<file path="src/rtl/etsc_div.sv">
`timescale 1ns / 1ps
module etsc_div #(
  parameter int unsigned DW = 33,
  parameter int unsigned VW = 9
) (
  input  logic          clk,
  input  logic          rst_n,
  input  logic          start,
  input  logic [DW-1:0] dividend,
  input  logic [VW-1:0] divisor,
  output logic          busy,
  output logic [DW-1:0] quotient
);

  localparam int unsigned CW = $clog2(DW + 1);

  logic [VW-1:0] rem_r, rem_nxt;
  logic [DW-1:0] q_r, q_nxt;
  logic [CW-1:0] cnt_r, cnt_nxt;
  logic          busy_r, busy_nxt;
  logic [VW:0]   trial;

  // one quotient bit per cycle, restoring
  always_comb begin
    rem_nxt  = rem_r;
    q_nxt    = q_r;
    cnt_nxt  = cnt_r;
    busy_nxt = busy_r;
    trial    = {rem_r, q_r[DW-1]};
    if (start) begin
      rem_nxt  = '0;
      q_nxt    = dividend;
      cnt_nxt  = CW'(DW);
      busy_nxt = 1'b1;
    end else if (busy_r) begin
      if (trial >= {1'b0, divisor}) begin
        rem_nxt = VW'(trial - {1'b0, divisor});
        q_nxt   = {q_r[DW-2:0], 1'b1};
      end else begin
        rem_nxt = trial[VW-1:0];
        q_nxt   = {q_r[DW-2:0], 1'b0};
      end
      cnt_nxt = cnt_r - 1'b1;
      if (cnt_r == CW'(1)) busy_nxt = 1'b0;
    end
  end

  always_ff @(posedge clk) begin
    if (!rst_n) begin
      busy_r <= 1'b0;
      cnt_r  <= '0;
    end else begin
      busy_r <= busy_nxt;
      cnt_r  <= cnt_nxt;
    end
    rem_r <= rem_nxt;
    q_r   <= q_nxt;
  end

  assign busy     = busy_r;
  assign quotient = q_r;

endmodule

</file>
<file path="config.mk">
export PLATFORM = sky130hd
export DESIGN_NAME = etsc_div
export DESIGN_NICKNAME = d
export VERILOG_FILES = /design/src/rtl/etsc_div.sv
export SDC_FILE = /design/constraint.sdc
export NUM_CORES = 1
export LEC_CHECK = 0
export BUFFER_PORTS_ARGS = -buffer_cell sky130_fd_sc_hd__clkbuf_2
export CORE_MARGIN = 2
export CORE_UTILIZATION = 48
export DETAILED_ROUTE_END_ITERATION = 12
export GPL_TIMING_DRIVEN = 0
export HOLD_SLACK_MARGIN = 0.03
export PLACE_DENSITY = 0.85
export SYNTH_ARGS = -nofsm -noshare
export SYNTH_HDL_FRONTEND = slang
export SYNTH_SLANG_ARGS = --single-unit
</file>
<file path="constraint.sdc">
create_clock -name clk -period 7.9 [get_ports clk]
set_input_delay 0.395 -clock clk [delete_from_list [all_inputs] [get_ports clk]]
set_output_delay 0.395 -clock clk [all_outputs]
set_load 0.02 [all_outputs]
</file>
==> results.toml <==
[hold_path]
worstHoldStart = "rst_n"
holdPathStages = 2
hp-class = "in2reg"
holdPathEnd = "cnt_r[0]$_SDFFE_PN0P_"

[synth]
ys_warn_count = 0
ys_seq_elements = 49
ys_seq_area_frac = 0.513
async_flop_share = 0
synthTopCellsByArea = "edfxtp_1 39%, mux2_2 15%, dfxtp_1 13%, ha_1 5.4%, inv_1 2.3%"
synth_edf_count = 33
avgSynthCellArea_um2 = 12.4
synth_top_area_share = 0.388
synth_fp_nets = 263
yosys.area.top_type = "edfxtp_1"
synth_area_um2 = 2560
synth_cell_types = 40
synth-main-ff-cell = "edfxtp_1"
netlist_instances = 206

[cts]
ctsRootBufferMaster = "clkbuf_8"
post_cts_buffers = 0
insertion_delay_ns = 0.30
cts_inserted_buffers = 5
htreeDepth = 2
post_cts_resized = 0
cts_tree = "yes"
cts_hold_buf = 0
cts_buffer_depth = 2
cts.sinks = 49
clkTransAtPathRegs_ns = 0.09

[die]
ioPinCount = 79
start_util = 0.500
die_w_um = 77.0
rows = 26
die_area_um2 = 5930
coreArea_um2 = 5110
dieHeight_um = 77.0

[layout]
antenna_cells = 0
fin_area_um2 = 3140
final_common_cell = "clkbuf_2"
drive_gt1_frac = 0.433
final_cell_mix = "77 x clkbuf_2, 33 x mux2_2, 33 x edfxtp_1"
area_growth_pct = 22.7
layout.nets = 347

[global_route]
grt_max_degree = 34
grt_usage = 0.185
grt_pass1_wl_um = 8690
grt-ovfl-total = 0
grt_pass1_vias = 1892
grt_antenna_before_repair = 0

[routing]
finalWirelength_um = 5120
route.met2.wl_um = 2360
avgRoutedWirePerCell_um = 14.2
vias = 1902
final_antenna_net_count = 0
wl_met1_um = 2310
first_pass_iters = 4
met3_length_um = 358
dr.max_layer_used = "met4"
drc = 0
drt_iter0_markers = 109
routed_via_density = 5.27

[sta]
min_period_ns = 2.83
hold_viol = 0
worstMarginPinSlew_ns = 1.28
rsz0062_at_grt = "no"
slew_headroom = 0.146
finalSetupTns_ns = 0
max_clock_freq_mhz = 354
drv_slew = 0
setup_viol = 0
fin_crit_sh = 0.358
whs_ns = 0.357
finClkSkew_ns = 0.0130

[critical_path]
required_ns = 7.96
r2r_end = "quotient[0]$_DFFE_PP_"
arrival_ns = 2.88
cp_max_fo = 10
r2r_start = "quotient[32]$_DFFE_PP_"
end_kind = "flop"
worstSetupPathType = "reg2reg"
start_kind = "flop"
r2r_slack_ns = 5.07
ff2ff_path_depth = 10

[pwr]
p_per_area_nw_per_um2 = 204
power_mw = 0.638
p_leak_nw = 1.40
max-vdd-ir-drop_mv = 0.141

[placed_design]
placed_area_um2 = 3030
numPortBuffers = 77
gp_congestion = 0.751
dp_hpwl_um = 3830

[status]
status = "completed"

[job]
max-cap-violations = 0
## through the flow
step | std cells | util | setup WS (ns)
6_report | 361 | 0.614 | 5.07
5_1_grt | 361 | 0.614 | 4.95
4_1_cts | 361 | 0.614 | 5.07
3_5_place_dp | 353 | 0.593 | 5.11
3_3_place_gp | 353 | 0.593 | 5.17
2_1_floorplan | 206 | - | 5.24
## kinds of logic (layout without fill, tap and decap cells)
family | Yosys count | in the layout | synth area share
flip-flops | 49 | 49 | 0.513
AND/OR/NAND/NOR | 39 | 39 | 0.0734
multiplexers | 36 | 36 | 0.157
AO/OA/AOI/OAI | 34 | 34 | 0.115
buffers and inverters | 25 | 110 | 0.0426
adder cells (fa/ha/maj) | 12 | 12 | 0.0617
XOR/XNOR | 11 | 11 | 0.0377
## cell usage after synthesis, drive strengths merged (2+ instances only)
cell	number
a211o	3
a211oi	6
a21o	3
a21oi	4
a31oi	2
a32oi	3
and3	2
buf	3
clkbuf	6
dfxtp	16
edfxtp	33
ha	11
inv	16
mux2	33
mux2i	3
nand2	4
nand2b	3
nand3	3
nand4	2
nor2	16
nor2b	3
nor3	4
o21a	2
o21ai	2
o31ai	5
xnor2	5
xor2	6
## sequential cells by signal (all words and copies together), names as in the netlist
| register | flops |
|---|---|
| quotient | 33 |
| busy | 1 |
| cnt_r | 6 |
| rem_r | 9 |
## worst max-delay path by stage
stage / startpoint / to / slack, ns / cells after the start
3_3_place_gp: quotient[32]$_DFFE_PP_ / quotient[0]$_DFFE_PP_ / 5.17 / 10
3_5_place_dp: quotient[32]$_DFFE_PP_ / quotient[0]$_DFFE_PP_ / 5.11 / 10
4_1_cts: quotient[32]$_DFFE_PP_ / quotient[0]$_DFFE_PP_ / 5.07 / 10
6_report: quotient[32]$_DFFE_PP_ / quotient[0]$_DFFE_PP_ / 5.07 / 10
2_1_floorplan: quotient[32]$_DFFE_PP_ / quotient[0]$_DFFE_PP_ / 5.24 / 10
5_1_grt: quotient[32]$_DFFE_PP_ / quotient[0]$_DFFE_PP_ / 4.95 / 10
## layout make-up
type | instances | area (um2)
buffer | 9 | 48.8
clock buffer | 6 | 72.6
clock inverter | 2 | 33.8
fill | 439 | 1970
inverter | 16 | 60.1
multi-input combinational | 132 | 1140
sequential | 49 | 1310
tap | 70 | 87.6
timing repair buffer | 77 | 385
## critical path, stage by stage, from the launching register on
cell	delay (ns)
edfxtp_1	0.45
inv_1	0.08
ha_1	0.16
inv_1	0.05
fa_1	0.41
a211oi_2	0.33
o31ai_4	0.14
a211oi_4	0.43
buf_6	0.20
inv_1	0.07
mux2_2	0.25
## routing by layer
metal	up-vias	global-route usage
met5	-	0
met4	0	0.0643
met3	12	0.0553
met2	61	0.284
met1	902	0.251
li1	927	-
## power by group
part / switching, mW / internal, mW
Combinational: 0.0843 / 0.0642
Clock: 0.0778 / 0.0935
Sequential: 0.0151 / 0.304
Total: 0.177 / 0.461
Note: power is estimated with default switching activity, not from simulation.
