### src/rtl/etsc_pkg.sv
`timescale 1ns / 1ps
package etsc_pkg;

  // fixed field widths
  localparam int unsigned ENERGY_W  = 58;
  localparam int unsigned BLEN_W    = 9;
  localparam int unsigned WLEN_W    = 11;
  localparam int unsigned AMP_W     = 8;
  localparam int unsigned STATE_W   = 2;
  localparam int unsigned CFG_IDX_W = 3;

  localparam logic [ENERGY_W-1:0] ENERGY_MAX = {ENERGY_W{1'b1}};

  // register reset values
  localparam logic [BLEN_W-1:0]   BLEN_RST  = BLEN_W'(50);
  localparam logic [WLEN_W-1:0]   WLEN_RST  = WLEN_W'(500);
  localparam logic [ENERGY_W-1:0] UPPER_RST = ENERGY_W'(64'd140737488355);
  localparam logic [ENERGY_W-1:0] LOWER_RST = ENERGY_W'(64'd52776558133);
  localparam logic [AMP_W-1:0]    MAXA_RST  = AMP_W'(100);

  typedef enum logic [CFG_IDX_W-1:0] {
    CFG_BLOCK_LEN = 3'd0,
    CFG_WINDOW_LEN = 3'd1,
    CFG_UPPER = 3'd2,
    CFG_LOWER = 3'd3,
    CFG_MAX_AMP = 3'd4
  } cfg_idx_t;

  typedef enum logic [STATE_W-1:0] {
    STIM_ABOVE = 2'd0,
    STIM_BETWEEN = 2'd1,
    STIM_BELOW = 2'd2
  } stim_t;

  typedef enum logic [3:0] {
    ST_CLEAR,
    ST_IDLE,
    ST_DIV_START,
    ST_DIV_WAIT,
    ST_WR_RD,
    ST_WR_WR,
    ST_EN_START,
    ST_EN_RUN,
    ST_DECIDE
  } seq_state_t;

endpackage

### src/rtl/etsc_mac.sv
`timescale 1ns / 1ps
module etsc_mac #(
  parameter int unsigned DW = 25
) (
  input  logic                          clk,
  input  logic                          rst_n,
  input  logic                          clr,
  input  logic                          in_v,
  input  logic signed [DW-1:0]          d,
  output logic                          busy,
  output logic [etsc_pkg::ENERGY_W-1:0] acc
);

  localparam int unsigned SQW = 2 * DW;

  logic [SQW-1:0]                   sq_r;
  logic                             sq_v_r;
  logic [etsc_pkg::ENERGY_W-1:0]    acc_r, acc_nxt;
  logic [etsc_pkg::ENERGY_W:0]      sum;

  // saturating accumulate of the registered square
  always_comb begin
    sum     = (etsc_pkg::ENERGY_W + 1)'(acc_r) + (etsc_pkg::ENERGY_W + 1)'(sq_r);
    acc_nxt = acc_r;
    if (clr) begin
      acc_nxt = '0;
    end else if (sq_v_r) begin
      if (sum > (etsc_pkg::ENERGY_W + 1)'(etsc_pkg::ENERGY_MAX)) begin
        acc_nxt = etsc_pkg::ENERGY_MAX;
      end else begin
        acc_nxt = sum[etsc_pkg::ENERGY_W-1:0];
      end
    end
  end

  always_ff @(posedge clk) begin
    if (!rst_n) begin
      sq_v_r <= 1'b0;
      acc_r  <= '0;
    end else begin
      sq_v_r <= in_v && !clr;
      acc_r  <= acc_nxt;
    end
    sq_r <= SQW'($signed(d) * $signed(d));
  end

  assign busy = sq_v_r;
  assign acc  = acc_r;

endmodule
### config.mk
export PLATFORM = sky130hd
export DESIGN_NAME = etsc_mac
export DESIGN_NICKNAME = d
export VERILOG_FILES = /design/src/rtl/etsc_pkg.sv /design/src/rtl/etsc_mac.sv
export SDC_FILE = /design/constraint.sdc
export NUM_CORES = 2
export LEC_CHECK = 0
export BUFFER_PORTS_ARGS = -buffer_cell sky130_fd_sc_hd__buf_2
export CAP_MARGIN = 0
export CORE_MARGIN = 8
export CORE_UTILIZATION = 45
export CTS_BUF_LIST = sky130_fd_sc_hd__clkbuf_16
export CTS_CLUSTER_DIAMETER = 60
export CTS_CLUSTER_SIZE = 24
export DETAILED_ROUTE_END_ITERATION = 12
export GPL_TIMING_DRIVEN = 0
export PLACE_DENSITY_LB_ADDON = 0.2
export SYNTH_ARGS = -nofsm -noshare
export SYNTH_HDL_FRONTEND = slang
export SYNTH_SLANG_ARGS = --single-unit
### constraint.sdc
create_clock -name clk -period 13.71 [get_ports clk]
set_input_delay 0.6855 -clock clk [delete_from_list [all_inputs] [get_ports clk]]
set_output_delay 0.6855 -clock clk [all_outputs]
set_load 0.02 [all_outputs]
==> results.cfg <==
[status]
status = finished, final reports clean

[route]
vias = 19900
vias_per_cell = 5.30
remaining_drc_errors = 0
drtPass1Iterations = 5
wl_per_cell_microns = 20.3
routed_wl_mm = 76.2
drtIter0Drc = 1288
ant_nets = 0

[floorplan]
num_rows = 89
start_util_pct = 45.2
fp.dieW_microns = 259
coreArea_sq_um = 58600
dieArea_sq_um = 66900
design.portCount = 88
die_h_microns = 259

[timing]
fin_worst_skew_ns = 0.0169
setup_viol = 0
hold_slack_ns = 0.479
relSlewSlack_pct = 26.6
finalHoldViolCount = 0
max_freq_mhz = 104
rsz0062_at_grt = no
worstMarginPinSlew_ns = 1.10
fin_crit_sh_pct = 69.9
maxSlewViolCount = 0
fin_crit_ns = 9.58
tns_ns = 0

[clock_network]
numCtsBuffers = 9
cts_hold_buf = 0
cts_buffer_depth = 2
cts-resized-gates = 0
tritoncts = yes
clock_sinks = 108
clock_latency_ns = 0.36
cts_root_buf = clkbuf_16
postCtsSetupBuffers = 0
htreeDepth = 3
clk_pin_slew_ns = 0.08

[synth]
synth_top_area_share_pct = 45.9
ys_seq_area_share_pct = 8.16
async_reset_ff_share_pct = 0
synth_area_per_cell_sq_um = 9.22
yosys_register_bits = 108
synth_edf_count = 0
ys.flop_type = dfxtp_1
synthesis.nets = 3709
synthTopCellsByArea = fa_1 46%, inv_1 11%, ha_1 9.4%
yosysWarnings = 0
synth_area_leader_cell = fa_1
ys_types = 74
syn_area_sq_um = 26500
syn_inst = 2874

[global_route]
grt_pass1_wl_mm = 119
grt_max_degree = 20
grt_pass1_vias = 21500
grt_usage_pct = 22.8
overflow = 0
grt_antenna_before_repair = 1

[worst_setup_path]
path_class = in -> reg
reg2reg_from = acc[0]
cp-end-kind = flop
rr_endpoint = acc[33]
r2r_cells = 12
r2r_slack_ns = 9.78
crit_path_max_fanout = 13
required_ns = 13.96
startpoint = d[3]
critPathArrivalTime_ns = 9.83
startpoint_type = primary input

[min_path]
hold_end = sq_r[0]
hold_start = d[0]
min_path_cells = 1
hp-class = in -> reg

[cells_and_area]
final_util_pct = 48.1
final_common_cell = inv_1
syn2layout_area_growth_pct = 6.41
final_area_sq_um = 28200
mostFrequentLayoutCells = 745 x inv_1, 607 x fa_1, 238 x nand2_1
drive_above_1_share_pct = 4.20
nFillCells = 5702
design.final.nets = 3804

[job]
cap_violations = 0

[placement]
post_dp_cell_area_sq_um = 27900
numPortBuffers = 84
gp_congestion = 0.933
hpwlAfterDp_mm = 65.0
worst max-delay path, cell delays in order:
cell	delay [ns]
buf_2	0.21
clkbuf_1	0.64
clkbuf_1	0.82
nand2_1	0.18
fa_1	0.54
inv_1	0.15
fa_1	0.49
fa_1	1.13
inv_1	0.41
fa_1	0.59
inv_1	0.05
fa_1	0.52
inv_1	0.05
fa_1	0.47
inv_1	0.04
ha_1	0.37
and3_1	0.36
nand3_1	0.15
nor4_1	0.71
o211ai_1	0.25
a21oi_1	0.46
o221ai_1	0.23
xnor2_1	0.29
layer usage:
layer	share of wire [%]	up-vias	global-route usage [%]	routed length (microns)
met5	0	-	0	0
met4	2.7	0	6.20	2080
met3	6.9	130	3.80	5280
met2	48	644	39.0	37000
met1	42	10100	29.9	31900
li1	-	8942	-	-
cell families (layout without fill, tap and decap cells):
family	after synthesis	in the layout	share of synthesized area, %
DFF	108	108	8.16
adders and majority gates	806	806	55.3
other	0	1	0
xor gates and xnor gates	112	112	3.70
buffers and inverters	849	949	12.3
AOI/OAI and AO/OA	437	437	10.3
and+or+nand+nor	560	560	10.2
muxes	2	2	0.0803
worst max-delay path by stage:
stage	endpoint	depth (start not counted)
final	sq_r[48]	23
after global routing	sq_r[42]	23
after CTS	sq_r[48]	23
after detailed placement	sq_r[48]	23
after global placement	sq_r[48]	23
after floorplan	sq_r[49]	25
final cells by class:
cell class	instances	area [sq um]	area share [%]
multi-input combinational	1917	21100	74.7
clock buffer	9	225	0.799
timing repair buffer	84	420	1.49
antenna	1	2.50	0.00888
sequential	108	2160	7.67
clock inverter	7	82.6	0.293
buffer	103	469	1.66
inverter	746	2800	9.93
tap	773	967	3.43
metrics by stage:
step / std cells / setup WS, ns
after floorplan: 2874 / 6.30
after global placement: 3731 / 3.91
after detailed placement: 3731 / 3.80
after CTS: 3747 / 4.15
after global routing: 3747 / 3.83
final: 3748 / 4.13
cells in the mapped netlist, types with 4 or more instances:
| cell type | number |
|---|---|
| a211oi_1 | 17 |
| a21o_1 | 55 |
| a21oi_1 | 150 |
| a221oi_1 | 5 |
| a31oi_1 | 9 |
| and2_1 | 121 |
| and3_1 | 13 |
| and4_1 | 4 |
| buf_1 | 5 |
| clkbuf_1 | 84 |
| dfxtp_1 | 108 |
| fa_1 | 607 |
| ha_1 | 199 |
| inv_1 | 745 |
| nand2_1 | 238 |
| nand2b_1 | 9 |
| nand3_1 | 20 |
| nand4_1 | 21 |
| nor2_1 | 86 |
| nor2b_1 | 13 |
| nor3_1 | 13 |
| nor4_1 | 6 |
| o2111ai_1 | 5 |
| o211ai_1 | 6 |
| o21a_1 | 9 |
| o21ai_0 | 102 |
| o21bai_1 | 26 |
| o221a_2 | 5 |
| o31ai_1 | 9 |
| xnor2_1 | 76 |
| xor2_1 | 36 |
state kept, by name (all words and copies together) (netlist names):
name / count
sq_r: 49
busy: 1
acc: 58
Power is left out: the tool's default activity adds up to more than one toggle a clock period on the data nets, which glitch-free logic cannot reach.
